--- src/rtl/core/sha1_pkg.sv ---
// sha1_pkg: shared types, constants and state encoding for the SHA-1 engine.
// No dependencies; compiled before every other file in rtl/core.

package sha1_pkg;

    localparam int WORDS_DIGEST = 5;
    localparam int WORDS_BLOCK  = 16;

    localparam logic [31:0] INIT_H [WORDS_DIGEST] = '{
        32'h67452301, 32'hEFCDAB89, 32'h98BADCFE, 32'h10325476, 32'hC3D2E1F0
    };

    localparam logic [31:0] ROUND_K [4] = '{
        32'h5A827999, 32'h6ED9EBA1, 32'h8F1BBCDC, 32'hCA62C1D6
    };

    localparam logic [7:0] PAD_MARK_BYTE = 8'h80;

    localparam logic [6:0] ROUND_LAST = 7'd79;
    localparam logic [6:0] ROUND_P1   = 7'd20;
    localparam logic [6:0] ROUND_P2   = 7'd40;
    localparam logic [6:0] ROUND_P3   = 7'd60;
    localparam logic [2:0] WORD_LAST  = 3'd4;
    localparam logic [5:0] FILL_LAST  = 6'd63;

    typedef enum logic [1:0] {
        PH_CHOOSE  = 2'd0,
        PH_PARITY1 = 2'd1,
        PH_MAJOR   = 2'd2,
        PH_PARITY2 = 2'd3
    } phase_t;

    typedef enum logic [2:0] {
        ST_IDLE,
        ST_ROUND,
        ST_ADD,
        ST_PAD,
        ST_OUT
    } state_t;

    typedef enum logic [1:0] {
        SEL_DATA,
        SEL_MARK,
        SEL_ZERO,
        SEL_LEN
    } byte_sel_t;

    typedef struct packed {
        logic [7:0] msg_byte;
        logic       has_byte;
        logic       end_of_message;
    } in_item_t;

    typedef struct packed {
        logic [31:0] digest_word;
        logic [2:0]  word_index;
        logic        last_word;
    } out_item_t;

    typedef struct packed {
        logic       push_byte;
        byte_sel_t  byte_sel;
        logic       load_work;
        logic       round_en;
        phase_t     phase;
        logic       chain_add;
        logic       reinit;
        logic [2:0] word_sel;
    } dp_cmd_t;

    typedef struct packed {
        logic fill_last;
        logic fill_ge56;
    } dp_status_t;

endpackage

--- src/rtl/core/sha1_datapath.sv ---
// sha1_datapath: byte packing, 16-word schedule window, round unit, chaining value.
// Depends on sha1_pkg; driven by sha1_ctrl through dp_cmd_t.

module sha1_datapath (
    input  logic                  aclk,
    input  logic                  aresetn,
    input  sha1_pkg::dp_cmd_t     cmd,
    input  logic [7:0]            data_byte,
    output sha1_pkg::dp_status_t  status,
    output logic [31:0]           digest_word
);
    import sha1_pkg::*;

    logic [31:0] chain_reg [WORDS_DIGEST];
    logic [31:0] chain_next [WORDS_DIGEST];
    logic [31:0] w_reg [WORDS_BLOCK];
    logic [23:0] part_reg;
    logic [5:0]  fill_reg;
    logic [63:0] msg_bytes_reg;
    logic [31:0] a_reg, b_reg, c_reg, d_reg, e_reg;

    logic [7:0]  push_val;
    logic [63:0] bit_len;
    logic [7:0]  len_byte;
    logic [31:0] f_val;
    logic [31:0] t_val;
    logic [31:0] w_new;

    assign bit_len  = {msg_bytes_reg[60:0], 3'b000};
    assign len_byte = bit_len[{~fill_reg[2:0], 3'b000} +: 8];

    always_comb begin
        unique case (cmd.byte_sel)
            SEL_DATA: push_val = data_byte;
            SEL_MARK: push_val = PAD_MARK_BYTE;
            SEL_ZERO: push_val = 8'h00;
            SEL_LEN:  push_val = len_byte;
            default:  push_val = 8'h00;
        endcase
    end

    always_comb begin
        unique case (cmd.phase)
            PH_CHOOSE:  f_val = (b_reg & c_reg) | (~b_reg & d_reg);
            PH_MAJOR:   f_val = (b_reg & c_reg) | (b_reg & d_reg) | (c_reg & d_reg);
            PH_PARITY1,
            PH_PARITY2: f_val = b_reg ^ c_reg ^ d_reg;
            default:    f_val = b_reg ^ c_reg ^ d_reg;
        endcase
    end

    assign t_val = {a_reg[26:0], a_reg[31:27]} + f_val + e_reg + ROUND_K[cmd.phase] + w_reg[0];

    // next schedule word from the fixed taps of the window
    always_comb begin
        logic [31:0] x;
        x = w_reg[13] ^ w_reg[8] ^ w_reg[2] ^ w_reg[0];
        w_new = {x[30:0], x[31]};
    end

    always_comb begin
        for (int i = 0; i < WORDS_DIGEST; i++) begin
            chain_next[i] = chain_reg[i];
        end
        if (cmd.chain_add) begin
            chain_next[0] = chain_reg[0] + a_reg;
            chain_next[1] = chain_reg[1] + b_reg;
            chain_next[2] = chain_reg[2] + c_reg;
            chain_next[3] = chain_reg[3] + d_reg;
            chain_next[4] = chain_reg[4] + e_reg;
        end else if (cmd.reinit) begin
            for (int i = 0; i < WORDS_DIGEST; i++) begin
                chain_next[i] = INIT_H[i];
            end
        end
    end

    always_ff @(posedge aclk) begin
        if (!aresetn) begin
            for (int i = 0; i < WORDS_DIGEST; i++) begin
                chain_reg[i] <= INIT_H[i];
            end
            fill_reg      <= '0;
            msg_bytes_reg <= '0;
        end else begin
            for (int i = 0; i < WORDS_DIGEST; i++) begin
                chain_reg[i] <= chain_next[i];
            end
            if (cmd.reinit) begin
                fill_reg      <= '0;
                msg_bytes_reg <= '0;
            end else if (cmd.push_byte) begin
                fill_reg <= fill_reg + 6'd1;
                if (cmd.byte_sel == SEL_DATA) begin
                    msg_bytes_reg <= msg_bytes_reg + 64'd1;
                end
            end
        end
    end

    // schedule window and working variables carry no reset
    always_ff @(posedge aclk) begin
        if (cmd.push_byte) begin
            if (fill_reg[1:0] == 2'b11) begin
                for (int i = 0; i < WORDS_BLOCK - 1; i++) begin
                    w_reg[i] <= w_reg[i + 1];
                end
                w_reg[WORDS_BLOCK - 1] <= {part_reg, push_val};
            end else begin
                part_reg <= {part_reg[15:0], push_val};
            end
        end else if (cmd.round_en) begin
            for (int i = 0; i < WORDS_BLOCK - 1; i++) begin
                w_reg[i] <= w_reg[i + 1];
            end
            w_reg[WORDS_BLOCK - 1] <= w_new;
        end

        if (cmd.load_work) begin
            a_reg <= chain_reg[0];
            b_reg <= chain_reg[1];
            c_reg <= chain_reg[2];
            d_reg <= chain_reg[3];
            e_reg <= chain_reg[4];
        end else if (cmd.round_en) begin
            a_reg <= t_val;
            b_reg <= a_reg;
            c_reg <= {b_reg[1:0], b_reg[31:2]};
            d_reg <= c_reg;
            e_reg <= d_reg;
        end
    end

    assign status.fill_last = (fill_reg == FILL_LAST);
    assign status.fill_ge56 = &fill_reg[5:3];
    assign digest_word      = chain_reg[cmd.word_sel];

endmodule

--- src/rtl/core/sha1_ctrl.sv ---
// sha1_ctrl: sequencer for byte intake, padding, 80 rounds and digest readout.
// Depends on sha1_pkg; commands sha1_datapath through dp_cmd_t.

module sha1_ctrl (
    input  logic                  aclk,
    input  logic                  aresetn,
    input  logic                  s_valid,
    output logic                  s_ready,
    input  logic                  has_byte,
    input  logic                  end_of_message,
    output logic                  m_valid,
    input  logic                  m_ready,
    output logic [2:0]            word_index,
    output logic                  last_word,
    input  sha1_pkg::dp_status_t  status,
    output sha1_pkg::dp_cmd_t     cmd
);
    import sha1_pkg::*;

    state_t     state_reg, state_next;
    logic [6:0] round_reg, round_next;
    logic [2:0] word_reg, word_next;
    logic       finishing_reg, finishing_next;
    logic       pad_first_reg, pad_first_next;
    logic       need_extra_reg, need_extra_next;

    always_ff @(posedge aclk) begin
        if (!aresetn) begin
            state_reg      <= ST_IDLE;
            round_reg      <= '0;
            word_reg       <= '0;
            finishing_reg  <= 1'b0;
            pad_first_reg  <= 1'b0;
            need_extra_reg <= 1'b0;
        end else begin
            state_reg      <= state_next;
            round_reg      <= round_next;
            word_reg       <= word_next;
            finishing_reg  <= finishing_next;
            pad_first_reg  <= pad_first_next;
            need_extra_reg <= need_extra_next;
        end
    end

    always_comb begin
        state_next      = state_reg;
        round_next      = round_reg;
        word_next       = word_reg;
        finishing_next  = finishing_reg;
        pad_first_next  = pad_first_reg;
        need_extra_next = need_extra_reg;

        s_ready = 1'b0;
        m_valid = 1'b0;

        cmd           = '0;
        cmd.byte_sel  = SEL_DATA;
        cmd.word_sel  = word_reg;
        if (round_reg < ROUND_P1) begin
            cmd.phase = PH_CHOOSE;
        end else if (round_reg < ROUND_P2) begin
            cmd.phase = PH_PARITY1;
        end else if (round_reg < ROUND_P3) begin
            cmd.phase = PH_MAJOR;
        end else begin
            cmd.phase = PH_PARITY2;
        end

        unique case (state_reg)
            ST_IDLE: begin
                s_ready = 1'b1;
                if (s_valid) begin
                    finishing_next = end_of_message;
                    pad_first_next = end_of_message;
                    if (has_byte) begin
                        cmd.push_byte = 1'b1;
                        cmd.byte_sel  = SEL_DATA;
                    end
                    // a byte closing the block compresses before any padding
                    if (has_byte && status.fill_last) begin
                        cmd.load_work = 1'b1;
                        round_next    = '0;
                        state_next    = ST_ROUND;
                    end else if (end_of_message) begin
                        state_next = ST_PAD;
                    end
                end
            end

            ST_PAD: begin
                cmd.push_byte = 1'b1;
                if (pad_first_reg) begin
                    cmd.byte_sel   = SEL_MARK;
                    pad_first_next = 1'b0;
                    // no room left for the length field in this block
                    if (status.fill_ge56) begin
                        need_extra_next = 1'b1;
                    end
                end else if (status.fill_ge56 && !need_extra_reg) begin
                    cmd.byte_sel = SEL_LEN;
                end else begin
                    cmd.byte_sel = SEL_ZERO;
                end
                if (status.fill_last) begin
                    cmd.load_work = 1'b1;
                    round_next    = '0;
                    state_next    = ST_ROUND;
                end
            end

            ST_ROUND: begin
                cmd.round_en = 1'b1;
                round_next   = round_reg + 7'd1;
                if (round_reg == ROUND_LAST) begin
                    state_next = ST_ADD;
                end
            end

            ST_ADD: begin
                cmd.chain_add = 1'b1;
                if (!finishing_reg) begin
                    state_next = ST_IDLE;
                end else if (pad_first_reg || need_extra_reg) begin
                    need_extra_next = 1'b0;
                    state_next      = ST_PAD;
                end else begin
                    word_next  = '0;
                    state_next = ST_OUT;
                end
            end

            ST_OUT: begin
                m_valid = 1'b1;
                if (m_ready) begin
                    word_next = word_reg + 3'd1;
                    if (word_reg == WORD_LAST) begin
                        cmd.reinit     = 1'b1;
                        finishing_next = 1'b0;
                        word_next      = '0;
                        state_next     = ST_IDLE;
                    end
                end
            end

            default: begin
                state_next = ST_IDLE;
            end
        endcase
    end

    assign word_index = word_reg;
    assign last_word  = (word_reg == WORD_LAST);

endmodule

--- src/rtl/core/sha1_hash_engine_top.sv ---
// sha1_hash_engine_top: streaming SHA-1 engine, controller plus datapath.
// Depends on sha1_pkg, sha1_ctrl and sha1_datapath.
//
// Input channel (s_): one transaction per item carrying an optional message byte
// and an end-of-message mark. Bytes are taken one per cycle while the block is idle.
// The 64th byte of a block starts compression: one round per cycle in the shared
// round unit, then the chaining update, and s_ready stays low from that
// transaction until the chaining update is done.
// At end of message the pad mark, zero fill and 64-bit length are pushed one byte
// per cycle up to the block boundary, then the block is compressed; an extra
// padding block is run when the mark lands in the last eight bytes.
// Result channel (m_): five transactions per message, digest word 0 (most
// significant) first, last_word set on word 4. m_valid holds while the receiver
// stalls and the engine accepts nothing until word 4 is taken; the chaining value,
// byte count and fill then return to their initial state for the next message.
// Reset (aresetn low, synchronous) returns the engine to idle with the initial
// hash words loaded; no partial message survives it.

module sha1_hash_engine_top (
    input  logic                 aclk,
    input  logic                 aresetn,
    input  logic                 s_valid,
    output logic                 s_ready,
    input  sha1_pkg::in_item_t   s_item,
    output logic                 m_valid,
    input  logic                 m_ready,
    output sha1_pkg::out_item_t  m_item
);
    import sha1_pkg::*;

    dp_cmd_t     cmd;
    dp_status_t  status;
    logic [31:0] digest_word;
    logic [2:0]  word_index;
    logic        last_word;

    sha1_ctrl u_ctrl (
        .aclk           (aclk),
        .aresetn        (aresetn),
        .s_valid        (s_valid),
        .s_ready        (s_ready),
        .has_byte       (s_item.has_byte),
        .end_of_message (s_item.end_of_message),
        .m_valid        (m_valid),
        .m_ready        (m_ready),
        .word_index     (word_index),
        .last_word      (last_word),
        .status         (status),
        .cmd            (cmd)
    );

    sha1_datapath u_datapath (
        .aclk        (aclk),
        .aresetn     (aresetn),
        .cmd         (cmd),
        .data_byte   (s_item.msg_byte),
        .status      (status),
        .digest_word (digest_word)
    );

    assign m_item.digest_word = digest_word;
    assign m_item.word_index  = word_index;
    assign m_item.last_word   = last_word;

endmodule
--- config.mk ---
export PLATFORM = sky130hd
export DESIGN_NAME = sha1_hash_engine_top
export DESIGN_NICKNAME = d
export VERILOG_FILES = /design/src/rtl/core/sha1_pkg.sv /design/src/rtl/core/sha1_datapath.sv /design/src/rtl/core/sha1_ctrl.sv /design/src/rtl/core/sha1_hash_engine_top.sv
export SDC_FILE = /design/constraint.sdc
export NUM_CORES = 2
export LEC_CHECK = 0
export BUFFER_PORTS_ARGS = -buffer_cell sky130_fd_sc_hd__buf_4
export CORE_ASPECT_RATIO = 0.5
export CORE_UTILIZATION = 40
export CTS_BUF_LIST = sky130_fd_sc_hd__clkbuf_8
export DETAILED_ROUTE_END_ITERATION = 6
export GPL_TIMING_DRIVEN = 1
export PLACE_DENSITY = 0.59
export SLEW_MARGIN = 40
export SYNTH_ARGS = -nofsm -noshare
export SYNTH_HDL_FRONTEND = slang
export SYNTH_SLANG_ARGS = --single-unit
--- constraint.sdc ---
create_clock -name aclk -period 17.3 [get_ports aclk]
set_clock_uncertainty 0.1 [all_clocks]
set_input_delay 0.865 -clock aclk [delete_from_list [all_inputs] [get_ports aclk]]
set_output_delay 0.865 -clock aclk [all_outputs]
set_load 0.02 [all_outputs]
==> metrics.txt <==
# fillers=about 11,000; CTS tree=built; GRT Util Overall=0.215; Die Ht=245 µm; DR WL met3=about 9.7 mm; layout cells sized above 1=0.0944; dpl hpwl=between 80 and 90 mm; top routing layer in use=met4; syn avg cell area=~12 µm²; postcts setup bufs=0; P&R area growth vs syn=11.2%; Max Cap Violations=0; Top FF cell, synth=edfxtp_1; hold_buf cts=0; # port buffers=51; fmax=0.132 GHz; Max Transition Viols Final=0; Sw Share=0.420; FF-to-FF Start=u_ctrl.round_reg[4]; outcome=finished, final reports clean; Crit Path Max Fanout=29; Yosys warnings=0; largest net degree at the start of global routing=96; worst slew pin tran=roughly 0.85 ns; Slew HR=0.430; first-pass GRT wire length=a little under 200 mm; Chip Width=between 400 and 500 µm; VDD IR max=between 200 and 250 µV; Hold Fails Final Rpt=0; worst reg2reg path depth=23; DR WL met2=56.3 mm; clk_lat worst skew=0.87 ns; switching power=~5.0 mW; Sequential Area=about 26,000 µm²; Critical Path Start Type=flip-flop; final wirelength=128 mm; max reg flops=512; utilization after layout=0.451; worst flop-to-flop path endpoint=u_datapath.a_reg[30]; post-synthesis register bit count=942; TritonCTS Buffers=roughly 150; area of the multi-input gates=between 15,000 and 20,000 µm²; Worst EP required=approximately 18 ns; Syn Nets=4,415; clock sink count=roughly 940; Min-Delay Path Class=in2reg; hold_ws=between 0.2 and 0.25 ns; final worst path period need=between 7 and 8 ns; core footprint=approximately 120,000 µm²; M1 WL=roughly 59 mm; Setup TNS Final=0 ns; Initial Util=0.406; CTS clk-pin slew, worst paths=approximately 0.070 ns; Hold EP=u_ctrl.pad_first_reg; vias per std cell=~5.5; Register-to-Register Setup Slack=about 10 ns; Die ar.=119,000 µm²; global route overflow=0; final setup vio count=0; Synth Cell Area=between 40,000 and 50,000 µm²; Comb power frac=0.498; Leak=19.9 nW; vias in the first global route=a little over 30,000; P per Cell Area=between 200 and 250 nW/µm²; kind of critical path=reg2reg; 1st-pass router iterations=5; Post-synth EDFFs=about 700; initial drt markers=2,897; async set-or-reset flop fraction in the synthesized netlist=0; Flop pwr share=0.342; overall power=about 12 mW; setup slack after layout=just under 10 ns; # nets final=4,507; buffer levels on the longest clock path=3; Worst Min Path Start=s_valid; Int Pwr=6.89 mW; Data arrival, critical path=around 8 ns; DRC violations left=0; initial antenna violation count=3; GP Congestion=between 0.9 and 1; H-tree levels=4; clock share of power=0.160; DRT antenna net count=0; number of I/O pins=between 50 and 60; CP Capture Type=flip-flop; sequential fraction of the synthesis area=0.548; Site Rows=88; Root Driver=clkbuf_8; cell count after synthesis=around 4,100; WL per Instance=about 22 µm; pre-CTS setup slack=roughly 9.7 ns; # resized after CTS=0; Yosys cell types=between 70 and 80; RSZ-0062 raised after global routing=no; vias=32,437; fin crit share=0.438; Min-Delay Path Depth=4
[metrics by stage]
step | instance area, µm² | cells
2_1_floorplan | 47100 | 4075
4_1_cts | 52300 | 5863
3_3_place_gp | 49200 | 5590
3_5_place_dp | 49500 | 5595
5_1_grt | 52400 | 5866
6_report | 52400 | 5867
[cells by family after synthesis]
logic type / after synthesis / share of synthesized area
multiplexers: 120 / 0.0383
adder cells (fa/ha/maj): 326 / 0.107
XOR/XNOR: 313 / 0.0582
buffers and inverters: 369 / 0.0300
AO/OA/AOI/OAI: 816 / 0.107
flip-flops: 942 / 0.548
AND/OR/NAND/NOR: 1189 / 0.111
[cell usage in the layout, fill, tap and decap left out, drive strengths merged, types with 11 or more instances in the layout]
master	instances
nor2b	36
fa	125
nand2b	20
buf	92
a21boi	25
a21oi	234
o21ai	240
a211oi	24
o21a	21
mux4	45
a21o	73
o21bai	21
edfxtp	696
a221o	21
nor2	276
xnor2	200
or3	30
xor2	113
clkinv	31
a22oi	11
and2	28
mux2i	42
inv	292
nand3	96
dfxtp	246
and3	32
o31ai	15
nand4	18
a31oi	25
mux2	33
nand2	555
a221oi	14
o22ai	18
nor3	59
clkbuf	159
ha	201
[worst max-delay path: stages, from the launching register on]
cell and delay (ns):
dfxtp_1 0.38, a41oi_1 0.57, inv_1 0.28, nor2_2 0.13, buf_4 0.40, a21oi_4 0.16, buf_4 0.29, a221o_1 0.34
fa_1 0.46, fa_1 0.54, inv_1 0.06, fa_1 0.49, inv_1 0.04, ha_1 0.24, or4_1 0.48, o22ai_1 0.27
o21ai_1 0.18, nor4b_1 0.19, o21a_1 0.21, a221o_1 0.34, o41ai_1 0.61, o311ai_0 0.27, xnor2_1 0.20, o21ai_0 0.09
[synthesized netlist by cell type (28+ instances only)]
cell	instances	area (µm²)
or3_1	30	188
edfxtp_1	696	20900
nand2_1	555	2080
a21oi_1	234	1170
mux4_2	45	1010
clkbuf_1	121	454
nor2b_1	36	225
ha_1	201	2510
mux2i_1	42	420
nor2_1	276	1040
xor2_1	113	990
mux2_2	33	372
fa_1	125	2500
xnor2_1	200	1750
nor3_1	56	280
o21ai_0	239	1200
and3_1	32	200
nand3_1	96	480
and2_1	28	175
inv_1	221	830
a21o_1	73	548
dfxtp_1	246	4920
[routing by layer]
layer	track usage	vias to the layer above
li1	-	14805
met5	0	-
met1	0.315	16245
met2	0.324	1197
met3	0.0384	190
met4	0.0637	0
[power by group through the flow]
stage	registers, mW	logic [mW]	clock network [mW]
detailed placement	4.09	5.83	0
floorplan	4.10	4.34	0
global route	4.13	6.56	2.03
CTS	4.05	5.88	1.94
global placement	4.08	5.68	0
finish	4.06	5.92	1.89
[worst max-delay path by stage]
stage / slack, ns / to / startpoint
finish: 9.71 / u_datapath.a_reg[30] / u_ctrl.round_reg[4]
global route: 9.22 / u_datapath.a_reg[30] / u_ctrl.round_reg[4]
CTS: 9.68 / u_datapath.a_reg[30] / u_ctrl.round_reg[4]
detailed placement: 9.68 / u_datapath.a_reg[30] / u_ctrl.round_reg[4]
global placement: 9.71 / u_datapath.a_reg[30] / u_ctrl.round_reg[3]
floorplan: 3.16 / u_datapath.w_reg[0][0] / s_valid
[cell type report]
type | instances | share of cell area
antenna | 4 | 0.000191
clock buffer | 159 | 0.0418
clock inverter | 109 | 0.0135
inverter | 222 | 0.0161
multi-input combinational | 2764 | 0.381
sequential | 942 | 0.493
tap | 1575 | 0.0376
timing repair buffer | 92 | 0.0161
No activity file was read; power rests on OpenSTA's default activity.
